--- src/sv/psfp_pkg.sv ---
// Shared types and constants for the four-policy process scheduler.
package psfp_pkg;

    localparam int MAX_JOBS  = 16;
    localparam int SLOT_W    = $clog2(MAX_JOBS);
    localparam int CNT_W     = $clog2(MAX_JOBS + 1);
    localparam int TIME_BITS = 16;
    localparam int BURST_W   = 8;
    localparam int OUT_W     = 16;

    localparam logic [TIME_BITS-1:0] TIME_MAX = {TIME_BITS{1'b1}};

    // Item commands.
    localparam logic [1:0] CMD_TICK   = 2'd0;
    localparam logic [1:0] CMD_ARRIVE = 2'd1;
    localparam logic [1:0] CMD_CLEAR  = 2'd2;

    // Policy register codes.
    localparam logic [1:0] POL_FCFS = 2'd0;
    localparam logic [1:0] POL_SJF  = 2'd1;
    localparam logic [1:0] POL_SRT  = 2'd2;
    localparam logic [1:0] POL_RR   = 2'd3;

    // Scan keys.
    localparam logic [1:0] KEY_ARRIVAL = 2'd0;
    localparam logic [1:0] KEY_BURST   = 2'd1;
    localparam logic [1:0] KEY_REMAIN  = 2'd2;

    // Register byte addresses.
    localparam logic [2:0] ADDR_POLICY  = 3'd0;
    localparam logic [2:0] ADDR_QUANTUM = 3'd4;

    // One job table entry.
    typedef struct packed {
        logic [TIME_BITS-1:0] arrival;
        logic [BURST_W-1:0]   burst;
        logic [BURST_W-1:0]   remaining;
    } job_entry_t;

endpackage

--- src/sv/process_scheduler_four_policies.sv ---
// Top level of the four-policy process scheduler.
//
// Usage: the s_ channel takes one item per handshake: tuser carries the
// command (tick, arrive, clear) and tdata the burst of an arriving job.
// Each item yields exactly one result item on the m_ channel.
// Policy and quantum are written through the APB port; the user writes them
// only while idle, which the block itself does not enforce. Arrive, clear
// and unknown commands go straight to the done state. A tick that keeps the
// running job reads its entry and executes it; a tick that has to pick a new
// job scans the 16-entry job memory one slot per cycle; round robin instead
// pops the ready queue entry by entry. These memory accesses set the pace:
// one item is worked on at a time.
// The result sits in an output register; the next item is taken while it
// waits, and its own result waits in a done state until the receiver
// takes the previous one, so a stalled receiver holds the block.
// Reset clears the scheduling state, the queue pointers and the clock and
// sets policy to first come first served and quantum to 1. The job and
// queue memories are not cleared; they are only read for live entries.
module process_scheduler_four_policies
    import psfp_pkg::*;
(
    input  logic        aclk,
    input  logic        aresetn,
    // Configuration port.
    input  logic        psel,
    input  logic        penable,
    input  logic        pwrite,
    input  logic [2:0]  paddr,
    input  logic [31:0] pwdata,
    output logic [31:0] prdata,
    output logic        pready,
    // Input items.
    input  logic        s_tvalid,
    output logic        s_tready,
    input  logic [7:0]  s_tdata,   // [7:0] burst
    input  logic [1:0]  s_tuser,   // [1:0] cmd
    // Result items.
    output logic        m_tvalid,
    input  logic        m_tready,
    output logic [55:0] m_tdata,   // [3:0] slot_index, [19:4] turnaround,
                                   // [35:20] waiting, [51:36] clock_now, rest 0
    output logic [2:0]  m_tuser    // [0] idle, [1] full_res, [2] finished
);

    typedef enum logic [2:0] {
        ST_IDLE, ST_POP, ST_POPW, ST_SCAN, ST_READ, ST_EXEC, ST_DONE
    } state_t;

    state_t state_reg;

    // Configuration registers.
    logic [1:0] policy_reg;
    logic [7:0] quantum_reg;

    // Scheduler state.
    logic [MAX_JOBS-1:0]  pending_reg;
    logic [CNT_W-1:0]     job_count_reg;
    logic [TIME_BITS-1:0] tick_reg;
    logic [SLOT_W-1:0]    running_slot_reg;
    logic                 running_valid_reg;
    logic [7:0]           slice_reg;
    logic [SLOT_W-1:0]    head_reg;
    logic [SLOT_W-1:0]    tail_reg;
    logic [CNT_W-1:0]     fcount_reg;
    logic [SLOT_W-1:0]    requeue_slot_reg;
    logic                 requeue_valid_reg;

    // Per-item working registers.
    logic [SLOT_W-1:0]    run_slot_reg;
    logic [1:0]           key_reg;
    logic [CNT_W-1:0]     scan_idx_reg;
    logic                 scan_chk_reg;
    logic [SLOT_W-1:0]    scan_slot_reg;
    logic                 have_reg;
    logic [SLOT_W-1:0]    best_slot_reg;
    logic [TIME_BITS-1:0] best_val_reg;

    // Result being built.
    logic [SLOT_W-1:0]    res_slot_reg;
    logic                 res_idle_reg;
    logic                 res_full_reg;
    logic                 res_fin_reg;
    logic [OUT_W-1:0]     res_ta_reg;
    logic [OUT_W-1:0]     res_wait_reg;
    logic [OUT_W-1:0]     res_clk_reg;

    // Output register.
    logic        m_tvalid_reg;
    logic [55:0] m_tdata_reg;
    logic [2:0]  m_tuser_reg;

    // Memories.
    job_entry_t        job_mem [MAX_JOBS];
    logic [SLOT_W-1:0] fifo_mem [MAX_JOBS];
    job_entry_t        job_rd_reg;
    logic [SLOT_W-1:0] fifo_rd_reg;

    logic              job_we;
    logic [SLOT_W-1:0] job_waddr;
    job_entry_t        job_wdata;
    logic [SLOT_W-1:0] job_raddr;
    logic              fifo_we;
    logic [SLOT_W-1:0] fifo_wdata;

    logic                 acc;
    logic                 table_full;
    logic                 fifo_full;
    logic [BURST_W-1:0]   burst_in;
    logic [7:0]           quantum_eff;
    logic [BURST_W-1:0]   rem_new;
    logic [7:0]           slice_dec;
    logic [TIME_BITS:0]   finish;
    logic [TIME_BITS-1:0] ta;
    logic [TIME_BITS-1:0] wt;
    logic [TIME_BITS-1:0] scan_val;
    logic [TIME_BITS-1:0] tick_inc;
    logic                 cfg_wr;

    assign s_tready   = (state_reg == ST_IDLE);
    assign acc        = s_tvalid && s_tready;
    assign table_full = (job_count_reg >= CNT_W'(MAX_JOBS));
    assign fifo_full  = (fcount_reg >= CNT_W'(MAX_JOBS));
    assign burst_in   = (s_tdata == '0) ? BURST_W'(1) : s_tdata;
    assign quantum_eff = (quantum_reg == '0) ? 8'd1 : quantum_reg;
    assign tick_inc   = (tick_reg == TIME_MAX) ? TIME_MAX : tick_reg + 1'b1;

    // Execute-step arithmetic on the entry just read.
    assign rem_new   = job_rd_reg.remaining - 1'b1;
    assign slice_dec = (policy_reg == POL_RR && slice_reg != '0) ? slice_reg - 1'b1 : slice_reg;
    assign finish    = {1'b0, tick_inc};
    assign ta = (finish >= {1'b0, job_rd_reg.arrival})
              ? TIME_BITS'(finish - {1'b0, job_rd_reg.arrival}) : '0;
    assign wt = (ta >= TIME_BITS'(job_rd_reg.burst))
              ? ta - TIME_BITS'(job_rd_reg.burst) : '0;

    // Key of the scanned entry.
    always_comb begin
        case (key_reg)
            KEY_ARRIVAL: scan_val = job_rd_reg.arrival;
            KEY_BURST:   scan_val = TIME_BITS'(job_rd_reg.burst);
            default:     scan_val = TIME_BITS'(job_rd_reg.remaining);
        endcase
    end

    // Memory port control.
    always_comb begin
        job_we    = 1'b0;
        job_waddr = job_count_reg[SLOT_W-1:0];
        job_wdata = '{arrival: tick_reg, burst: burst_in, remaining: burst_in};
        if (state_reg == ST_EXEC) begin
            job_we    = 1'b1;
            job_waddr = run_slot_reg;
            job_wdata = '{arrival: job_rd_reg.arrival, burst: job_rd_reg.burst,
                          remaining: rem_new};
        end else if (acc && s_tuser == CMD_ARRIVE && !table_full) begin
            job_we = 1'b1;
        end
        job_raddr = (state_reg == ST_SCAN) ? scan_idx_reg[SLOT_W-1:0] : run_slot_reg;
        fifo_we    = acc && !fifo_full &&
                     ((s_tuser == CMD_ARRIVE && !table_full) ||
                      (s_tuser == CMD_TICK && requeue_valid_reg));
        fifo_wdata = (s_tuser == CMD_ARRIVE) ? job_count_reg[SLOT_W-1:0] : requeue_slot_reg;
    end

    // Job table memory.
    always_ff @(posedge aclk) begin
        if (job_we) begin
            job_mem[job_waddr] <= job_wdata;
        end
        job_rd_reg <= job_mem[job_raddr];
    end

    // Ready queue memory.
    always_ff @(posedge aclk) begin
        if (fifo_we) begin
            fifo_mem[tail_reg] <= fifo_wdata;
        end
        fifo_rd_reg <= fifo_mem[head_reg];
    end

    // Configuration registers.
    assign pready = 1'b1;
    assign cfg_wr = psel && penable && pwrite;
    always_comb begin
        case (paddr)
            ADDR_POLICY:  prdata = {30'd0, policy_reg};
            ADDR_QUANTUM: prdata = {24'd0, quantum_reg};
            default:      prdata = '0;
        endcase
    end

    always_ff @(posedge aclk) begin
        if (!aresetn) begin
            policy_reg  <= POL_FCFS;
            quantum_reg <= 8'd1;
        end else if (cfg_wr) begin
            case (paddr)
                ADDR_POLICY:  policy_reg  <= pwdata[1:0];
                ADDR_QUANTUM: quantum_reg <= pwdata[7:0];
                default: ;
            endcase
        end
    end

    // Sequencer: one item at a time through the memories.
    always_ff @(posedge aclk) begin
        if (!aresetn) begin
            state_reg         <= ST_IDLE;
            pending_reg       <= '0;
            job_count_reg     <= '0;
            tick_reg          <= '0;
            running_slot_reg  <= '0;
            running_valid_reg <= 1'b0;
            slice_reg         <= '0;
            head_reg          <= '0;
            tail_reg          <= '0;
            fcount_reg        <= '0;
            requeue_slot_reg  <= '0;
            requeue_valid_reg <= 1'b0;
            m_tvalid_reg      <= 1'b0;
        end else begin
            if (m_tvalid_reg && m_tready && state_reg != ST_DONE) begin
                m_tvalid_reg <= 1'b0;
            end
            if (fifo_we) begin
                tail_reg   <= tail_reg + 1'b1;
                fcount_reg <= fcount_reg + 1'b1;
            end
            case (state_reg)
                ST_IDLE: begin
                    if (acc) begin
                        res_fin_reg  <= 1'b0;
                        res_ta_reg   <= '0;
                        res_wait_reg <= '0;
                        res_clk_reg  <= OUT_W'(tick_reg);
                        case (s_tuser)
                            CMD_ARRIVE: begin
                                res_idle_reg <= 1'b0;
                                res_full_reg <= table_full;
                                state_reg    <= ST_DONE;
                                if (table_full) begin
                                    res_slot_reg <= '0;
                                end else begin
                                    pending_reg[job_count_reg[SLOT_W-1:0]] <= 1'b1;
                                    job_count_reg <= job_count_reg + 1'b1;
                                    res_slot_reg  <= job_count_reg[SLOT_W-1:0];
                                end
                            end
                            CMD_CLEAR: begin
                                res_slot_reg      <= '0;
                                res_idle_reg      <= 1'b0;
                                res_full_reg      <= 1'b0;
                                state_reg         <= ST_DONE;
                                pending_reg       <= '0;
                                job_count_reg     <= '0;
                                tick_reg          <= '0;
                                running_slot_reg  <= '0;
                                running_valid_reg <= 1'b0;
                                slice_reg         <= '0;
                                head_reg          <= '0;
                                tail_reg          <= '0;
                                fcount_reg        <= '0;
                                requeue_slot_reg  <= '0;
                                requeue_valid_reg <= 1'b0;
                            end
                            CMD_TICK: begin
                                res_slot_reg      <= '0;
                                res_full_reg      <= 1'b0;
                                res_idle_reg      <= (pending_reg == '0);
                                requeue_valid_reg <= 1'b0;
                                scan_idx_reg <= '0;
                                scan_chk_reg <= 1'b0;
                                have_reg     <= 1'b0;
                                if (pending_reg == '0) begin
                                    running_valid_reg <= 1'b0;
                                    tick_reg          <= tick_inc;
                                    state_reg         <= ST_DONE;
                                end else begin
                                    case (policy_reg)
                                        POL_FCFS, POL_SJF: begin
                                            slice_reg <= '0;
                                            key_reg   <= policy_reg;
                                            if (running_valid_reg &&
                                                pending_reg[running_slot_reg]) begin
                                                run_slot_reg <= running_slot_reg;
                                                state_reg    <= ST_READ;
                                            end else begin
                                                state_reg <= ST_SCAN;
                                            end
                                        end
                                        POL_SRT: begin
                                            slice_reg <= '0;
                                            key_reg   <= KEY_REMAIN;
                                            state_reg <= ST_SCAN;
                                        end
                                        default: begin
                                            key_reg <= KEY_REMAIN;
                                            if (running_valid_reg && slice_reg != '0 &&
                                                pending_reg[running_slot_reg]) begin
                                                run_slot_reg <= running_slot_reg;
                                                state_reg    <= ST_READ;
                                            end else begin
                                                slice_reg <= quantum_eff;
                                                state_reg <= ST_POP;
                                            end
                                        end
                                    endcase
                                end
                            end
                            default: begin
                                res_slot_reg <= '0;
                                res_idle_reg <= 1'b0;
                                res_full_reg <= 1'b0;
                                state_reg    <= ST_DONE;
                            end
                        endcase
                    end
                end
                // Pop the queue head; stale entries are dropped.
                ST_POP: begin
                    if (fcount_reg == '0) begin
                        state_reg <= ST_SCAN;
                    end else begin
                        head_reg   <= head_reg + 1'b1;
                        fcount_reg <= fcount_reg - 1'b1;
                        state_reg  <= ST_POPW;
                    end
                end
                ST_POPW: begin
                    if (pending_reg[fifo_rd_reg]) begin
                        run_slot_reg <= fifo_rd_reg;
                        state_reg    <= ST_READ;
                    end else begin
                        state_reg <= ST_POP;
                    end
                end
                // Minimum search, one slot per cycle, ties to the lower slot.
                ST_SCAN: begin
                    if (scan_chk_reg && pending_reg[scan_slot_reg] &&
                        (!have_reg || scan_val < best_val_reg)) begin
                        have_reg      <= 1'b1;
                        best_slot_reg <= scan_slot_reg;
                        best_val_reg  <= scan_val;
                    end
                    if (scan_idx_reg < CNT_W'(MAX_JOBS)) begin
                        scan_chk_reg  <= 1'b1;
                        scan_slot_reg <= scan_idx_reg[SLOT_W-1:0];
                        scan_idx_reg  <= scan_idx_reg + 1'b1;
                    end else begin
                        scan_chk_reg <= 1'b0;
                        if (!scan_chk_reg) begin
                            run_slot_reg <= best_slot_reg;
                            state_reg    <= ST_READ;
                        end
                    end
                end
                ST_READ: begin
                    state_reg <= ST_EXEC;
                end
                // Run the chosen job for one tick and write it back.
                ST_EXEC: begin
                    res_slot_reg     <= run_slot_reg;
                    running_slot_reg <= run_slot_reg;
                    tick_reg         <= tick_inc;
                    if (rem_new == '0) begin
                        res_fin_reg       <= 1'b1;
                        res_ta_reg        <= OUT_W'(ta);
                        res_wait_reg      <= OUT_W'(wt);
                        pending_reg[run_slot_reg] <= 1'b0;
                        running_valid_reg <= 1'b0;
                        slice_reg         <= '0;
                    end else if (policy_reg == POL_RR && slice_dec == '0) begin
                        running_valid_reg <= 1'b0;
                        slice_reg         <= slice_dec;
                        requeue_slot_reg  <= run_slot_reg;
                        requeue_valid_reg <= 1'b1;
                    end else begin
                        running_valid_reg <= 1'b1;
                        slice_reg         <= slice_dec;
                    end
                    state_reg <= ST_DONE;
                end
                ST_DONE: begin
                    if (!m_tvalid_reg || m_tready) begin
                        m_tvalid_reg <= 1'b1;
                        m_tdata_reg  <= {4'd0, res_clk_reg, res_wait_reg, res_ta_reg,
                                         res_slot_reg};
                        m_tuser_reg  <= {res_fin_reg, res_full_reg, res_idle_reg};
                        state_reg    <= ST_IDLE;
                    end
                end
                default: state_reg <= ST_IDLE;
            endcase
        end
    end

    assign m_tvalid = m_tvalid_reg;
    assign m_tdata  = m_tdata_reg;
    assign m_tuser  = m_tuser_reg;

endmodule

--- config.mk ---
export PLATFORM = sky130hd
export DESIGN_NAME = process_scheduler_four_policies
export DESIGN_NICKNAME = d
export VERILOG_FILES = /design/src/sv/psfp_pkg.sv /design/src/sv/process_scheduler_four_policies.sv
export SDC_FILE = /design/constraint.sdc
export NUM_CORES = 1
export LEC_CHECK = 0
export BUFFER_PORTS_ARGS = -buffer_cell sky130_fd_sc_hd__buf_4
export CORE_MARGIN = 1
export CORE_UTILIZATION = 40
export DETAILED_ROUTE_END_ITERATION = 10
export GPL_ROUTABILITY_DRIVEN = 0
export PLACE_DENSITY = 0.59
export SYNTH_ARGS = -nofsm -noshare
export SYNTH_HDL_FRONTEND = slang
export SYNTH_SLANG_ARGS = --single-unit
--- constraint.sdc ---
create_clock -name aclk -period 5.58 [get_ports aclk]
set_input_delay 1.674 -clock aclk [delete_from_list [all_inputs] [get_ports aclk]]
set_output_delay 1.674 -clock aclk [all_outputs]
set_load 0.02 [all_outputs]
# ---- Word level (Yosys, flattened, before mapping)
# Memories as Yosys holds them, arrays and structs flattened. A register that Yosys moved wholly into a read port is not among the register bits.
# Cells that the tools add are included.
dict set report classes {
  addsub 11
  magnitude_cmp 13
  n_eq_ne 40
  muxes 121
  bitwise 4
  reduce_logical 69
}
# operator count
set ops {}
lappend ops {{$pmux W16 S2} 7}
lappend ops {{$mux W16} 11}
lappend ops {{$mux W4} 23}
lappend ops {{$mux W8} 8}
lappend ops {{$pmux W8 S2} 3}
lappend ops {{$mux W5} 8}
lappend ops {{$pmux W4 S2} 5}
lappend ops {{$reduce_and A5 Y1} 7}
lappend ops {{$logic_not A8 Y1} 4}
lappend ops {{$mux W32} 1}
lappend ops {{$pmux W5 S2} 3}
lappend ops {{$mux W1} 29}
lappend ops {{$mux W3} 9}
lappend ops {{$lt A4 B5 Y1 const B} 5}
lappend ops {{$reduce_and A4 Y1} 6}
lappend ops {{$pmux W3 S7} 1}
lappend ops {{$logic_and A1 B1 Y1} 20}
lappend ops {{$ne A2 B2 Y1 const B} 10}
lappend ops {{$reduce_and A3 Y1} 6}
lappend ops {{$add A16 B1 Y16 const B} 1}
lappend ops {{$and A16 B16 Y16} 1}
lappend ops {{$eq A16 B16 Y1 const B} 1}
lappend ops {{$ge A16 B16 Y1} 1}
lappend ops {{$ge A16 B8 Y1} 1}
lappend ops {{41 further kinds} 87}
dict set report word_totals {
  ff_bits 229
  ram_bits 576
  in_bits 52
  out_inout_bits 94
  mem_count 2
}
# memory words width rd rd_clocked_by_memory_dff wr line_no
set mem_list {}
lappend mem_list {job_mem 16 32 1 1 1 process_scheduler_four_policies.sv:93} ;# job_entry_t job_mem [MAX_JOBS];
lappend mem_list {fifo_mem 16 4 1 1 1 process_scheduler_four_policies.sv:94} ;# logic [SLOT_W-1:0] fifo_mem [MAX_JOBS];

# ---- Longest topological paths before layout
dict set report logic_depth {
  depth_word 9
  mapped_depth 26
  ltp_nobuf 24
}

# ---- Worst setup path before layout
# No wires, ideal clock.
dict set report synth_path {
  path_kind {register to register}
  start {reg tick_reg[6]}
  end {reg res_wait_reg[15] (data pin)}
  arrival_time_ns 5.688
  required_time_ns 5.413
  setup_slack_ns -0.276
  path_stages_with_launch 27
  n_path_buf 2
  synth_period_minus_slack_ns 5.856
  cell_sequence {dfxtp_1 > and3_1 > and3_1 > nand3_1 > or3_1 > clkbuf_1 > nand2_1 > inv_1 > ha_1 > fa_1 > nor2b_1 > o211ai_2 > a21oi_2 > nor4_2 > o31ai_2 > buf_2 > nand2b_1 > inv_1 > ha_1 > nor2b_1 > o21ai_0 > a21boi_0 > o21a_1 > o21a_1 > o41a_2 > or3_1 > a221oi_2}
}
dict set report synth_via {
  elab_chain_cells 8
  word_cells_on_any_way 11
  classes_between {3 x add/sub; 2 x order compare; 1 x eq/ne; 5 x mux}
}
# item line_no
set synth_lines {}
lappend synth_lines {{from (decl)} process_scheduler_four_policies.sv:58} ;# logic [TIME_BITS-1:0] tick_reg;
lappend synth_lines {{from (signal assigned)} process_scheduler_four_policies.sv:276} ;# tick_reg <= tick_inc;
lappend synth_lines {{from (signal assigned)} process_scheduler_four_policies.sv:364} ;# tick_reg <= tick_inc;
lappend synth_lines {{$add A16 B1 Y16 / $eq A16 B16 Y1 (equally long branches)} process_scheduler_four_policies.sv:125} ;# assign tick_inc = (tick_reg == TIME_MAX) ? TIME_MAX : tick_reg + 1'b1;
lappend synth_lines {{$mux W16 (*)} process_scheduler_four_policies.sv:125}
lappend synth_lines {{$ge A16 B16 Y1 / $sub A16 B16 Y16 (equally long branches)} {process_scheduler_four_policies.sv:131, process_scheduler_four_policies.sv:132}}
lappend synth_lines {{$mux W16 (*)} process_scheduler_four_policies.sv:132} ;# ? TIME_BITS'(finish - {1'b0, job_rd_reg.arrival}) : '0;
lappend synth_lines {{named net ta[1]} process_scheduler_four_policies.sv:113} ;# logic [TIME_BITS-1:0] ta;
lappend synth_lines {{$sub A16 B8 Y16 / $ge A16 B8 Y1 (equally long branches)} {process_scheduler_four_policies.sv:134, process_scheduler_four_policies.sv:133}}
lappend synth_lines {{$mux W16 (*)} process_scheduler_four_policies.sv:134} ;# ? ta - TIME_BITS'(job_rd_reg.burst) : '0;
lappend synth_lines {{$mux W16 (*)} process_scheduler_four_policies.sv:365} ;# if (rem_new == '0) begin
lappend synth_lines {{$pmux W16 S2 (*)} process_scheduler_four_policies.sv:229} ;# case (state_reg)
lappend synth_lines {{to (signal assigned)} process_scheduler_four_policies.sv:368} ;# res_wait_reg <= OUT_W'(wt);
lappend synth_lines {{to (decl)} process_scheduler_four_policies.sv:84} ;# logic [OUT_W-1:0] res_wait_reg;
# Mark *: on every way through the listed nets, which the timed path passes. The rest lies on a longest branch. The select of a mux whose other input is x is not followed.
# A chain may end at the register's enable or synchronous reset.

# ---- Worst setup path in the final report
dict set report layout_path {
  start {reg tick_reg[8]}
  end {reg res_wait_reg[15] (data pin)}
}
# Same word-level chain as after synthesis.

==> metrics.md <==
| Metric | Value |
|---|---|
| Post-synthesis xor/xnor area fraction | `0.0100` |
| R2r endpoint | `res_wait_reg[15]` |
| Clock slew seen by the registers of the worst setup and hold paths | `about 0.060 ns` |
| Num CTS Buffers | `85` |
| Maximum VDD drop | `269 uV` |
| Syn_area_per_cell | `15.3 um^2` |
| Initial antenna violation count | `0` |
| EDFF count, synth | `between 700 and 800` |
| Power Density | `397 nW/um^2` |
| Clk_skew | `roughly 0.046 ns` |
| Drt pass-1 iters | `6` |
| Placed wire-length estimate | `51,400 um` |
| Number of distinct library cells after synthesis | `95` |
| Num rows | `roughly 110` |
| Starting Density | `0.403` |
| Post-Syn Instances | `2,329` |
| Post-Synth Simple-Gate Area | `0.0788` |
| Max H-tree Level | `3` |
| Crit path time final | `5.33 ns` |
| Diodes inserted | `0` |
| Post-route DRC | `0` |
| Drt via density | `approximately 5.6` |
| CTS tree | `yes` |
| GRT Residual Overflow | `0` |
| Pleak | `around 14 nW` |
| Clock sink count | `~840` |
| Synth Area in Compound Gates | `0.0730` |
| Final wirelength | `84,300 um` |
| WS Path Type | `reg -> reg` |
| FF+latch area | `around 24,000 um^2` |
| Critical Path AT | `a little under 6 ns` |
| Worst-Skew Late Latency | `~0.66 ns` |
| Register area share after synthesis | `0.675` |
| FF-to-FF path depth | `23` |
| Multi-input combinational cell area | `10,900 um^2` |
| Most frequent cells in the layout | `723 x edfxtp_1, 185 x nand2_1, 180 x buf_4` |
| Crit path max fanout | `8` |
| Crit. Startpoint | `tick_reg[8]` |
| Clock Tree Buf Depth | `3` |
| Die height | `~300 um` |
| Die width | `301 um` |
| Final net count | `around 2,600` |
| Async S/R FF share, synth | `0` |
| Max-cap violations | `0` |
| Vias in the first global route | `just over 20,000` |
| Largest register FFs | `512` |
| Slew HR | `0.299` |
| Synthesis Warnings | `0` |
| Least-Margin Pin Slew | `~1.0 ns` |
| R2R Path Start | `tick_reg[8]` |
| Die area | `around 90,000 um^2` |
| Max Transition Viols Final | `0` |
| CP required | `roughly 6.1 ns` |
| Worst Min Path Start | `res_ta_reg[12]` |
| First-pass GRT wire length | `between 100,000 and 150,000 um` |
| Post-route antenna net violation count | `0` |
| Core region area | `about 88,000 um^2` |
| Root buf cell | `clkbuf_16` |
| Layout area overhead | `15.1%` |
| Post-Synth Adder-Cell Area | `0.0208` |
| Crit path launch type | `flop` |
| R2r setup slk | `0.25 ns` |
| Total GRT Usage | `0.187` |
| Layout cells sized above 1 | `0.215` |
| Final hold violations | `0` |
| I/O pin cnt | `~150` |
| Register bit count reported by yosys | `roughly 840` |
| RSZ-0062 raised after global routing | `no` |
| Main combinational cell family by area after synthesis | `multiplexers` |
| Routed vias | `between 20,000 and 25,000` |
| 1st-iter DRT viols | `about 1,900` |
| Worst min-delay path class | `reg -> reg` |
| Drt wl/cell | `22.7 um` |
| Mux cell area share after synthesis | `0.113` |
| Filler cell count | `~7,600` |
| Worst Setup EP | `res_wait_reg[15]` |
| Hold Slack | `around 0.41 ns` |
| Peak Freq | `188 MHz` |
| Commonest non-fill, non-tap cell in the layout | `edfxtp_1` |
| PortBufs | `92` |
| # setup viols final | `0` |
| Critical path endpoint category | `flop` |
| Setup TNS | `0 ns` |
| Status | `finished, final reports clean` |
| Hold_buf cts | `0` |
| Top FF cell, synth | `edfxtp_1` |
| Mapped cell area | `approximately 36,000 um^2` |
| Final period utilization | `0.956` |
| Largest net degree at the start of global routing | `between 80 and 90` |
-- critical path: stages, from the launching register on --
cell and delay [ns]:
dfxtp_1 0.33, and3_4 0.20, and3_4 0.21, nand3_2 0.09
or3_4 0.37, buf_4 0.16, nand2_1 0.09, ha_1 0.21
and3_2 0.30, nand2_1 0.08, o31ai_1 0.44, nor4_4 0.11
o31ai_2 0.29, nand2b_1 0.12, inv_1 0.07, ha_1 0.23
nor2b_1 0.14, o21ai_1 0.14, a21boi_0 0.13, o21a_1 0.20
o21a_1 0.21, o41a_4 0.41, or3_1 0.40, a221oi_2 0.24
-- cells by family after synthesis --
family                     Yosys count
adders and majority gates           58
DFF                                841
buffers and inverters              217
muxes                              197
AOI/OAI and AO/OA                  392
other                                2
and+or+nand+nor                    583
xor gates and xnor gates            39
-- cell type report --
| class | instances | share of cell area |
|---|---|---|
| inverters | 73 | 0.00668 |
| multi-input cells | 1298 | 0.265 |
| repair buffers | 187 | 0.0359 |
| clock inverters | 34 | 0.0111 |
| well taps | 1165 | 0.0355 |
| flip-flops and latches | 841 | 0.587 |
| clock buffers | 123 | 0.0583 |
-- worst min path at each step --
stage / endpoint / depth (start not counted)
floorplan: m_tdata[0] / 0
global placement: m_tdata[17] / 0
detailed placement: m_tdata[42] / 0
CTS: m_tdata[19] / 0
global route: m_tdata[19] / 0
finish: m_tdata[16] / 0
-- synthesized netlist by cell type, types with 9 or more instances --
master	instances	area [um^2]
edfxtp_1	723	21700
nor2_1	144	541
buf_2	22	110
and2_1	57	357
a22oi_1	26	195
dfxtp_1	118	2360
buf_4	43	323
nand2b_1	10	62.6
a21oi_1	92	460
clkbuf_1	68	255
nor4_1	9	56.3
a21o_1	14	105
mux4_2	163	3670
nor3_1	50	250
a31oi_1	51	319
o21ai_0	76	380
mux2i_1	29	290
and3_1	26	163
xnor2_1	16	140
a211oi_1	45	338
nand3_1	30	150
ha_1	56	701
xor2_1	21	184
nand4_1	13	81.3
or3_1	9	56.3
nand2_1	186	698
inv_1	70	263
nor2b_1	15	93.8
-- repair_timing --
action,CTS,global route
setup buffers,0,1
resized for setup,0,12
setup endpoints to repair,0,16
-- where the power goes --
part | leakage [nW] | internal, mW | switching, mW
logic | 5.11 | 1.12 | 1.87
clock network | 1.37 | 3.34 | 2.43
registers | 7.61 | 7.27 | 0.275
total | 14.1 | 11.7 | 4.57
-- layer usage --
metal  global-route usage  share of wire
met1                0.268           0.45
met2                0.300           0.47
met3               0.0268          0.063
met4               0.0488          0.017
met5                    0              0
-- stage by stage --
| stage | area, um^2 | utilization | total power, mW | worst slack (ns) | std cells |
|---|---|---|---|---|---|
| floorplan | 35800 | - | 9.65 | -0.0389 | 2356 |
| global placement | 38100 | 0.431 | 10.6 | 0.124 | 3563 |
| detailed placement | 38100 | 0.431 | 10.6 | 0.0681 | 3563 |
| CTS | 40900 | 0.463 | 16.4 | 0.0363 | 3720 |
| global route | 41000 | 0.464 | 16.9 | 0.00145 | 3721 |
| finish | 41000 | 0.464 | 16.3 | 0.247 | 3721 |
No activity file was read; power rests on OpenSTA's default activity.
